$ cat src/hw/rtl/lpfr_pkg.sv
`timescale 1ns / 1ps

package lpfr_pkg;

  localparam int BYTE_W      = 8;
  localparam int LEN_W       = 16;
  localparam int CFG_IDX_W   = 2;
  localparam int CFG_DATA_W  = 16;
  localparam int QUEUE_DEPTH = 2;
  localparam int TDATA_W     = 72;

  localparam logic [CFG_IDX_W-1:0] CFG_HEADER_BYTE = 2'd0;
  localparam logic [CFG_IDX_W-1:0] CFG_MAX_LEN     = 2'd1;

  localparam logic [BYTE_W-1:0] HEADER_RESET  = 8'hA5;
  localparam logic [LEN_W-1:0]  MAX_LEN_RESET = 16'h0100;

  localparam logic KIND_PAYLOAD = 1'b0;
  localparam logic KIND_DONE    = 1'b1;

  typedef enum logic [2:0] {
    PH_HUNT     = 3'd0,
    PH_SENDER   = 3'd1,
    PH_RECEIVER = 3'd2,
    PH_COMMAND  = 3'd3,
    PH_LEN_HI   = 3'd4,
    PH_LEN_LO   = 3'd5,
    PH_PAYLOAD  = 3'd6,
    PH_CHECK    = 3'd7
  } phase_t;

  typedef struct packed {
    logic              kind;
    logic [BYTE_W-1:0] payload_byte;
    logic [LEN_W-1:0]  payload_index;
    logic [BYTE_W-1:0] sender_addr;
    logic [BYTE_W-1:0] receiver_addr;
    logic [BYTE_W-1:0] command;
    logic [LEN_W-1:0]  payload_len;
    logic [BYTE_W-1:0] check_byte;
  } result_t;

endpackage

$ cat src/hw/rtl/length_prefixed_frame_receiver_unit.sv
`timescale 1ns / 1ps

// Length-prefixed frame receiver. Takes one received byte per cycle on the
// slave stream, hunts for the configured header byte, captures sender,
// receiver, command and a big-endian 16-bit length, then emits one word per
// payload byte (tuser low) and one frame-complete word carrying the check
// byte and all header fields (tuser high). Frames longer than the maximum
// length are dropped without output. One byte is accepted every cycle while
// the result queue has room; a result passes through the queue write and
// then the output register before it appears on the master side, and the
// queue depth sets how many results can wait while the master side stalls.

module length_prefixed_frame_receiver_unit
  import lpfr_pkg::*;
#(
  parameter int QDEPTH = QUEUE_DEPTH
) (
  input  logic                  clk,
  input  logic                  rst,
  input  logic                  cfg_we,
  input  logic [CFG_IDX_W-1:0]  cfg_index,
  input  logic [CFG_DATA_W-1:0] cfg_data,
  input  logic                  s_tvalid,
  output logic                  s_tready,
  input  logic [BYTE_W-1:0]     s_tdata,   // rx_byte
  output logic                  m_tvalid,
  input  logic                  m_tready,
  // payload_byte, payload_index, sender_addr, receiver_addr, command,
  // payload_len, check_byte
  output logic [TDATA_W-1:0]    m_tdata,
  output logic                  m_tuser    // kind
);

  logic    q_in_valid;
  logic    q_in_ready;
  result_t q_in_data;
  logic    q_out_valid;
  logic    q_out_ready;
  result_t q_out_data;

  lpfr_front u_front (
    .clk        (clk),
    .rst        (rst),
    .cfg_we     (cfg_we),
    .cfg_index  (cfg_index),
    .cfg_data   (cfg_data),
    .in_valid   (s_tvalid),
    .in_ready   (s_tready),
    .in_byte    (s_tdata),
    .push_valid (q_in_valid),
    .push_ready (q_in_ready),
    .push_data  (q_in_data)
  );

  lpfr_queue #(
    .DEPTH (QDEPTH)
  ) u_queue (
    .clk       (clk),
    .rst       (rst),
    .in_valid  (q_in_valid),
    .in_ready  (q_in_ready),
    .in_data   (q_in_data),
    .out_valid (q_out_valid),
    .out_ready (q_out_ready),
    .out_data  (q_out_data)
  );

  lpfr_back u_back (
    .clk       (clk),
    .rst       (rst),
    .pop_valid (q_out_valid),
    .pop_ready (q_out_ready),
    .pop_data  (q_out_data),
    .m_tvalid  (m_tvalid),
    .m_tready  (m_tready),
    .m_tdata   (m_tdata),
    .m_tuser   (m_tuser)
  );

`ifndef SYNTHESIS
  a_index_in_range: assert property (@(posedge clk) disable iff (rst)
    (m_tvalid && (m_tuser == KIND_PAYLOAD)) |-> (m_tdata[23:8] < m_tdata[63:48]))
    else $error("payload index not below declared length");

  a_done_clean: assert property (@(posedge clk) disable iff (rst)
    (m_tvalid && (m_tuser == KIND_DONE)) |-> (m_tdata[23:0] == '0))
    else $error("frame-complete word carries payload fields");

  a_payload_clean: assert property (@(posedge clk) disable iff (rst)
    (m_tvalid && (m_tuser == KIND_PAYLOAD)) |-> (m_tdata[71:64] == '0))
    else $error("payload word carries a check byte");

  a_reset_empty: assert property (@(posedge clk)
    rst |=> !m_tvalid)
    else $error("output valid after reset");
`endif

endmodule

$ cat src/hw/rtl/lpfr_front.sv
`timescale 1ns / 1ps

module lpfr_front
  import lpfr_pkg::*;
(
  input  logic                  clk,
  input  logic                  rst,
  input  logic                  cfg_we,
  input  logic [CFG_IDX_W-1:0]  cfg_index,
  input  logic [CFG_DATA_W-1:0] cfg_data,
  input  logic                  in_valid,
  output logic                  in_ready,
  input  logic [BYTE_W-1:0]     in_byte,
  output logic                  push_valid,
  input  logic                  push_ready,
  output result_t               push_data
);

  phase_t            phase;
  phase_t            phase_next;
  logic [BYTE_W-1:0] header_byte;
  logic [LEN_W-1:0]  max_len;
  logic [BYTE_W-1:0] held_sender;
  logic [BYTE_W-1:0] held_receiver;
  logic [BYTE_W-1:0] held_command;
  logic [LEN_W-1:0]  held_length;
  logic [LEN_W-1:0]  byte_counter;
  logic [LEN_W-1:0]  counter_inc;
  logic [LEN_W-1:0]  full_len;
  logic              take;

  assign in_ready    = push_ready;
  assign take        = in_valid && in_ready;
  assign counter_inc = byte_counter + LEN_W'(1);
  assign full_len    = {held_length[LEN_W-1:BYTE_W], in_byte};

  always_ff @(posedge clk) begin
    if (rst) begin
      header_byte <= HEADER_RESET;
      max_len     <= MAX_LEN_RESET;
    end else if (cfg_we) begin
      case (cfg_index)
        CFG_HEADER_BYTE: header_byte <= cfg_data[BYTE_W-1:0];
        CFG_MAX_LEN:     max_len     <= cfg_data[LEN_W-1:0];
        default: ;
      endcase
    end
  end

  always_ff @(posedge clk) begin
    if (rst) begin
      phase <= PH_HUNT;
    end else if (take) begin
      phase <= phase_next;
    end
  end

  always_comb begin
    phase_next = phase;
    unique case (phase)
      PH_HUNT:     if (in_byte == header_byte) phase_next = PH_SENDER;
      PH_SENDER:   phase_next = PH_RECEIVER;
      PH_RECEIVER: phase_next = PH_COMMAND;
      PH_COMMAND:  phase_next = PH_LEN_HI;
      PH_LEN_HI:   phase_next = PH_LEN_LO;
      PH_LEN_LO: begin
        if (full_len == '0) phase_next = PH_CHECK;
        else if (full_len <= max_len) phase_next = PH_PAYLOAD;
        else phase_next = PH_HUNT;
      end
      PH_PAYLOAD:  if (counter_inc == held_length) phase_next = PH_CHECK;
      PH_CHECK:    phase_next = PH_HUNT;
      default:     phase_next = PH_HUNT;
    endcase
  end

  always_ff @(posedge clk) begin
    if (take) begin
      case (phase)
        PH_SENDER:   held_sender   <= in_byte;
        PH_RECEIVER: held_receiver <= in_byte;
        PH_COMMAND:  held_command  <= in_byte;
        PH_LEN_HI:   held_length   <= {in_byte, {BYTE_W{1'b0}}};
        PH_LEN_LO: begin
          held_length  <= full_len;
          byte_counter <= '0;
        end
        PH_PAYLOAD:  byte_counter  <= counter_inc;
        default: ;
      endcase
    end
  end

  always_comb begin
    push_valid              = 1'b0;
    push_data.kind          = KIND_PAYLOAD;
    push_data.payload_byte  = '0;
    push_data.payload_index = '0;
    push_data.sender_addr   = held_sender;
    push_data.receiver_addr = held_receiver;
    push_data.command       = held_command;
    push_data.payload_len   = held_length;
    push_data.check_byte    = '0;
    unique case (phase)
      PH_PAYLOAD: begin
        push_valid              = in_valid;
        push_data.payload_byte  = in_byte;
        push_data.payload_index = byte_counter;
      end
      PH_CHECK: begin
        push_valid           = in_valid;
        push_data.kind       = KIND_DONE;
        push_data.check_byte = in_byte;
      end
      default: ;
    endcase
  end

endmodule

$ cat src/hw/rtl/lpfr_queue.sv
`timescale 1ns / 1ps

module lpfr_queue
  import lpfr_pkg::*;
#(
  parameter int DEPTH = QUEUE_DEPTH
) (
  input  logic    clk,
  input  logic    rst,
  input  logic    in_valid,
  output logic    in_ready,
  input  result_t in_data,
  output logic    out_valid,
  input  logic    out_ready,
  output result_t out_data
);

  localparam int PTR_W = $clog2(DEPTH);
  localparam int CNT_W = $clog2(DEPTH + 1);

  result_t            mem [DEPTH];
  logic [PTR_W-1:0]   wr_ptr;
  logic [PTR_W-1:0]   rd_ptr;
  logic [CNT_W-1:0]   count;
  logic               push;
  logic               pop;

  assign in_ready  = (count != CNT_W'(DEPTH));
  assign out_valid = (count != '0);
  assign push      = in_valid && in_ready;
  assign pop       = out_valid && out_ready;
  assign out_data  = mem[rd_ptr];

  always_ff @(posedge clk) begin
    if (push) begin
      mem[wr_ptr] <= in_data;
    end
  end

  always_ff @(posedge clk) begin
    if (rst) begin
      wr_ptr <= '0;
      rd_ptr <= '0;
      count  <= '0;
    end else begin
      if (push) begin
        wr_ptr <= (wr_ptr == PTR_W'(DEPTH - 1)) ? '0 : wr_ptr + PTR_W'(1);
      end
      if (pop) begin
        rd_ptr <= (rd_ptr == PTR_W'(DEPTH - 1)) ? '0 : rd_ptr + PTR_W'(1);
      end
      if (push && !pop) begin
        count <= count + CNT_W'(1);
      end else if (pop && !push) begin
        count <= count - CNT_W'(1);
      end
    end
  end

endmodule

$ cat src/hw/rtl/lpfr_back.sv
`timescale 1ns / 1ps

module lpfr_back
  import lpfr_pkg::*;
(
  input  logic               clk,
  input  logic               rst,
  input  logic               pop_valid,
  output logic               pop_ready,
  input  result_t            pop_data,
  output logic               m_tvalid,
  input  logic               m_tready,
  output logic [TDATA_W-1:0] m_tdata,
  output logic               m_tuser
);

  result_t held;

  assign pop_ready = !m_tvalid || m_tready;

  always_ff @(posedge clk) begin
    if (rst) begin
      m_tvalid <= 1'b0;
    end else if (pop_ready) begin
      m_tvalid <= pop_valid;
    end
  end

  always_ff @(posedge clk) begin
    if (pop_ready && pop_valid) begin
      held <= pop_data;
    end
  end

  assign m_tuser = held.kind;
  assign m_tdata = {held.check_byte, held.payload_len, held.command,
                    held.receiver_addr, held.sender_addr,
                    held.payload_index, held.payload_byte};

endmodule

$ cat config.mk
export PLATFORM = sky130hd
export DESIGN_NAME = length_prefixed_frame_receiver_unit
export DESIGN_NICKNAME = d
export VERILOG_FILES = /design/src/hw/rtl/lpfr_pkg.sv /design/src/hw/rtl/length_prefixed_frame_receiver_unit.sv /design/src/hw/rtl/lpfr_front.sv /design/src/hw/rtl/lpfr_queue.sv /design/src/hw/rtl/lpfr_back.sv
export SDC_FILE = /design/constraint.sdc
export NUM_CORES = 1
export LEC_CHECK = 0
export BUFFER_PORTS_ARGS = -buffer_cell sky130_fd_sc_hd__buf_2
export CAP_MARGIN = 0
export CORE_UTILIZATION = 55
export DETAILED_ROUTE_END_ITERATION = 8
export PLACE_DENSITY = 0.75
export SKIP_CTS_REPAIR_TIMING = 1
export SYNTH_ARGS = -nofsm -noshare
export SYNTH_HDL_FRONTEND = slang
export SYNTH_SLANG_ARGS = --single-unit
$ cat constraint.sdc
create_clock -name clk -period 10.9 [get_ports clk]
set_clock_uncertainty 0.15 [all_clocks]
set_input_delay 0 -clock clk [delete_from_list [all_inputs] [get_ports clk]]
set_output_delay 0 -clock clk [all_outputs]
set_load 0.005 [all_outputs]
==> impl_metrics.env <==
export IMPL_cp_max_fo=7
export IMPL_crit_type="reg -> reg"
export IMPL_slew_headroom=0.255
export IMPL_dp_hpwl_microns=13300
export IMPL_crit_chain="ha_1, and3_1, xnor2_1, o32ai_1, a211o_1, a2111oi_2, nor4b_2, o31a_1"
export IMPL_hold_depth=5
export IMPL_route_detailed_drc=0
export IMPL_gr_total_overflow=0
export IMPL_tightest_slew_ns=1.11
export IMPL_synth_seq_area_share=0.747
export IMPL_cts_tree="yes"
export IMPL_cap_viol_max_count=0
export IMPL_critPathBufInv=0
export IMPL_grt_antenna_before_repair=0
export IMPL_diodes=0
export IMPL_gp_congestion=0.824
export IMPL_num_fill_cells=1401
export IMPL_worstSetupStartpointType="flip-flop"
export IMPL_via_per_inst=5.45
export IMPL_min_period_ns=2.60
export IMPL_async_flop_share=0
export IMPL_dr_first_iter_drc_count=447
export IMPL_core_region_area_sq_um=21200
export IMPL_drive_gt1_frac=0.260
export IMPL_path_clk_slew_ns=0.06
export IMPL_violations="hold timing"
export IMPL_wl_microns=21900
export IMPL_power_leakage_nw=4.96
export IMPL_nets=945
export IMPL_wl_per_cell_microns=18.4
export IMPL_critical_path_arrival_ns=2.92
export IMPL_endpoint_kind="flip-flop"
export IMPL_hold_viol_final=3
export IMPL_min_from="cfg_we"
export IMPL_syn_num_nets=790
export IMPL_clk_path_buf_depth=3
export IMPL_cts_made_buffers=30
export IMPL_layout_common_cells="275 x edfxtp_1, 105 x buf_2, 73 x mux2_2, 45 x nand2_1, 41 x dlygate4sd3_1"
export IMPL_rows=53
export IMPL_crit_slowest_cell="edfxtp_1"
export IMPL_first_pass_iters=5
export IMPL_fin_crit_sh=0.238
export IMPL_cp_data_required_time_ns=11.23
export IMPL_ys_ff_latch=307
export IMPL_whs_ns=-0.0363
export IMPL_reg2reg_depth=8
export IMPL_die_h_microns=149
export IMPL_r2r_start="u_front.byte_counter[0]$_SDFFCE_PP0P_"
export IMPL_path_delay_family="compound AO/OA/AOI/OAI gates"
export IMPL_multiInputGateArea_sq_um=2840
export IMPL_drtAntennaViolNets=0
export IMPL_htree_levels=1
export IMPL_synthToLayoutAreaGrowth_pct=19.0
export IMPL_synth_edff_count=275
export IMPL_maxSlewViolCount=0
export IMPL_setup_violations=0
export IMPL_seqCellArea_sq_um=8900
export IMPL_stdcell_area_sq_um=14200
export IMPL_ir_drop_v=0.000121
export IMPL_grt_usage=0.193
export IMPL_ioPinCount=106
export IMPL_chipWidth_microns=149
export IMPL_run_status="finished with violations"
export IMPL_portBuffers=105
export IMPL_critPathMaxStageDelay_ns=0.52
export IMPL_final_common_cell="edfxtp_1"
export IMPL_yosys_cell_types_count=44
export IMPL_yosysWarnings=0
export IMPL_avgSynthCellArea_sq_um=16.1
export IMPL_place_area_sq_um=12700
export IMPL_initial_utilization=0.563
export IMPL_grt_pass1_vias=6334
export IMPL_grt_pass1_wl_microns=32800
export IMPL_clock_fmax_mhz=385
export IMPL_power_density_nw_per_um2=181
export IMPL_syn_inst=741
export IMPL_vias=6512
export IMPL_grt_max_degree=75
export IMPL_synth_main_ff_cell="edfxtp_1"
export IMPL_hold_end="u_front.header_byte[4]$_SDFFE_PP0P_"
export IMPL_rrSetupSlack_ns=8.30
export IMPL_rsz0062_at_grt="no"
export IMPL_reg2reg_to="u_front.phase[0]$_SDFFE_PP0P_"
export IMPL_syn_area_sq_um=11900
export IMPL_hold_class="in -> reg"
export IMPL_root_buffer="clkbuf_16"
export IMPL_clock_sinks=307
export IMPL_finalSetupTns_ns=0
export IMPL_die_area_sq_um=22200
export IMPL_clkLatencyLatePin_ns=0.54
-- worst reg2reg max path, delay by kind of cell, from the launching register on --
kind            cells  cell delay (ns)
compound gates      4             0.90
flops               1             0.52
simple gates        2             0.43
fa+ha+maj           1             0.31
xor+xnor            1             0.24
-- synthesized netlist by cell type, types with 3 or more instances --
cell / count / share of area
a211o_1: 6 / 0.0044
buf_2: 4 / 0.0017
nor4_1: 9 / 0.0047
ha_1: 18 / 0.019
edfxtp_1: 275 / 0.69
inv_1: 20 / 0.0063
and3_1: 10 / 0.0053
clkbuf_1: 26 / 0.0082
nand3_1: 8 / 0.0034
and2_1: 39 / 0.020
mux2i_1: 4 / 0.0034
dfxtp_1: 32 / 0.054
a21oi_1: 27 / 0.011
nor2b_1: 5 / 0.0026
nor3_1: 7 / 0.0029
nand4_1: 8 / 0.0042
or3_1: 3 / 0.0016
mux2_2: 73 / 0.069
nand2_1: 45 / 0.014
a2111oi_0: 3 / 0.0022
o21ai_0: 8 / 0.0034
nor2_1: 40 / 0.013
xnor2_1: 20 / 0.015
nand2b_1: 3 / 0.0016
xor2_1: 23 / 0.017
-- worst max path at each step --
stage | start | to | slack, ns | depth (start not counted)
2_1_floorplan | u_queue.count[0]$_SDFFE_PP0P_ | u_queue.mem[0][0]$_DFFE_PP_ | 4.37 | 3
4_1_cts | u_front.byte_counter[0]$_SDFFCE_PP0P_ | u_front.phase[0]$_SDFFE_PP0P_ | 8.31 | 8
3_5_place_dp | u_front.byte_counter[0]$_SDFFCE_PP0P_ | u_front.phase[0]$_SDFFE_PP0P_ | 8.34 | 8
6_report | u_front.byte_counter[0]$_SDFFCE_PP0P_ | u_front.phase[0]$_SDFFE_PP0P_ | 8.30 | 8
5_1_grt | u_front.byte_counter[0]$_SDFFCE_PP0P_ | u_front.phase[0]$_SDFFE_PP0P_ | 8.13 | 8
3_3_place_gp | u_front.byte_counter[0]$_SDFFCE_PP0P_ | u_front.phase[0]$_SDFFE_PP0P_ | 8.39 | 8
-- through the flow --
stage | hold slack [ns] | util | worst slack (ns) | total power, mW | instances
2_1_floorplan | -0.0511 | - | 4.37 | 1.46 | 741
3_3_place_gp | 0.0551 | 0.602 | 8.39 | 1.52 | 1098
3_5_place_dp | 0.0703 | 0.602 | 8.34 | 1.53 | 1098
4_1_cts | -0.492 | 0.651 | 8.31 | 2.57 | 1153
5_1_grt | 0.00673 | 0.670 | 8.13 | 2.64 | 1194
6_report | -0.0363 | 0.670 | 8.30 | 2.56 | 1194
-- metal layers --
layer | global-route usage | up-vias | share of wire
met5 | 0 | - | 0
met4 | 0.0694 | 0 | 0.022
met3 | 0.0343 | 42 | 0.048
met2 | 0.331 | 178 | 0.51
met1 | 0.248 | 3229 | 0.42
li1 | - | 3063 | -
-- power by group --
| group | total [mW] | leakage [nW] | internal [mW] | switching (mW) |
|---|---|---|---|---|
| clock network | 1.05 | 0.497 | 0.641 | 0.409 |
| logic | 0.156 | 1.64 | 0.0737 | 0.0822 |
| registers | 1.35 | 2.82 | 1.33 | 0.0281 |
| total | 2.56 | 4.96 | 2.04 | 0.519 |
-- flip-flops by register name (all words and copies together), names as in the netlist, 16 cells and up --
name,count
u_front.max_len,16
u_front.held_length,16
u_front.byte_counter,16
u_queue.mem,146
u_back.m_tdata,72
-- kinds of logic (layout without fill, tap and decap cells) --
logic type                 Yosys count  count (layout)  synth area share
muxes                               77              77            0.0724
DFF                                307             307             0.747
adders and majority gates           18              18            0.0189
buffers and inverters               50             228            0.0162
xor gates and xnor gates            43              43            0.0316
AOI/OAI and AO/OA                   58              58            0.0314
and+or+nand+nor                    188             188            0.0822
-- final cells by class --
type                            instances  share of cell area
Clock buffer                           42              0.0605
Timing Repair Buffer                  153              0.0698
Tap cell                              275              0.0243
Inverter                               20             0.00530
Clock inverter                         13              0.0118
Sequential cell                       307               0.628
Multi-Input combinational cell        384               0.200
(Power assumes the default switching activity.)
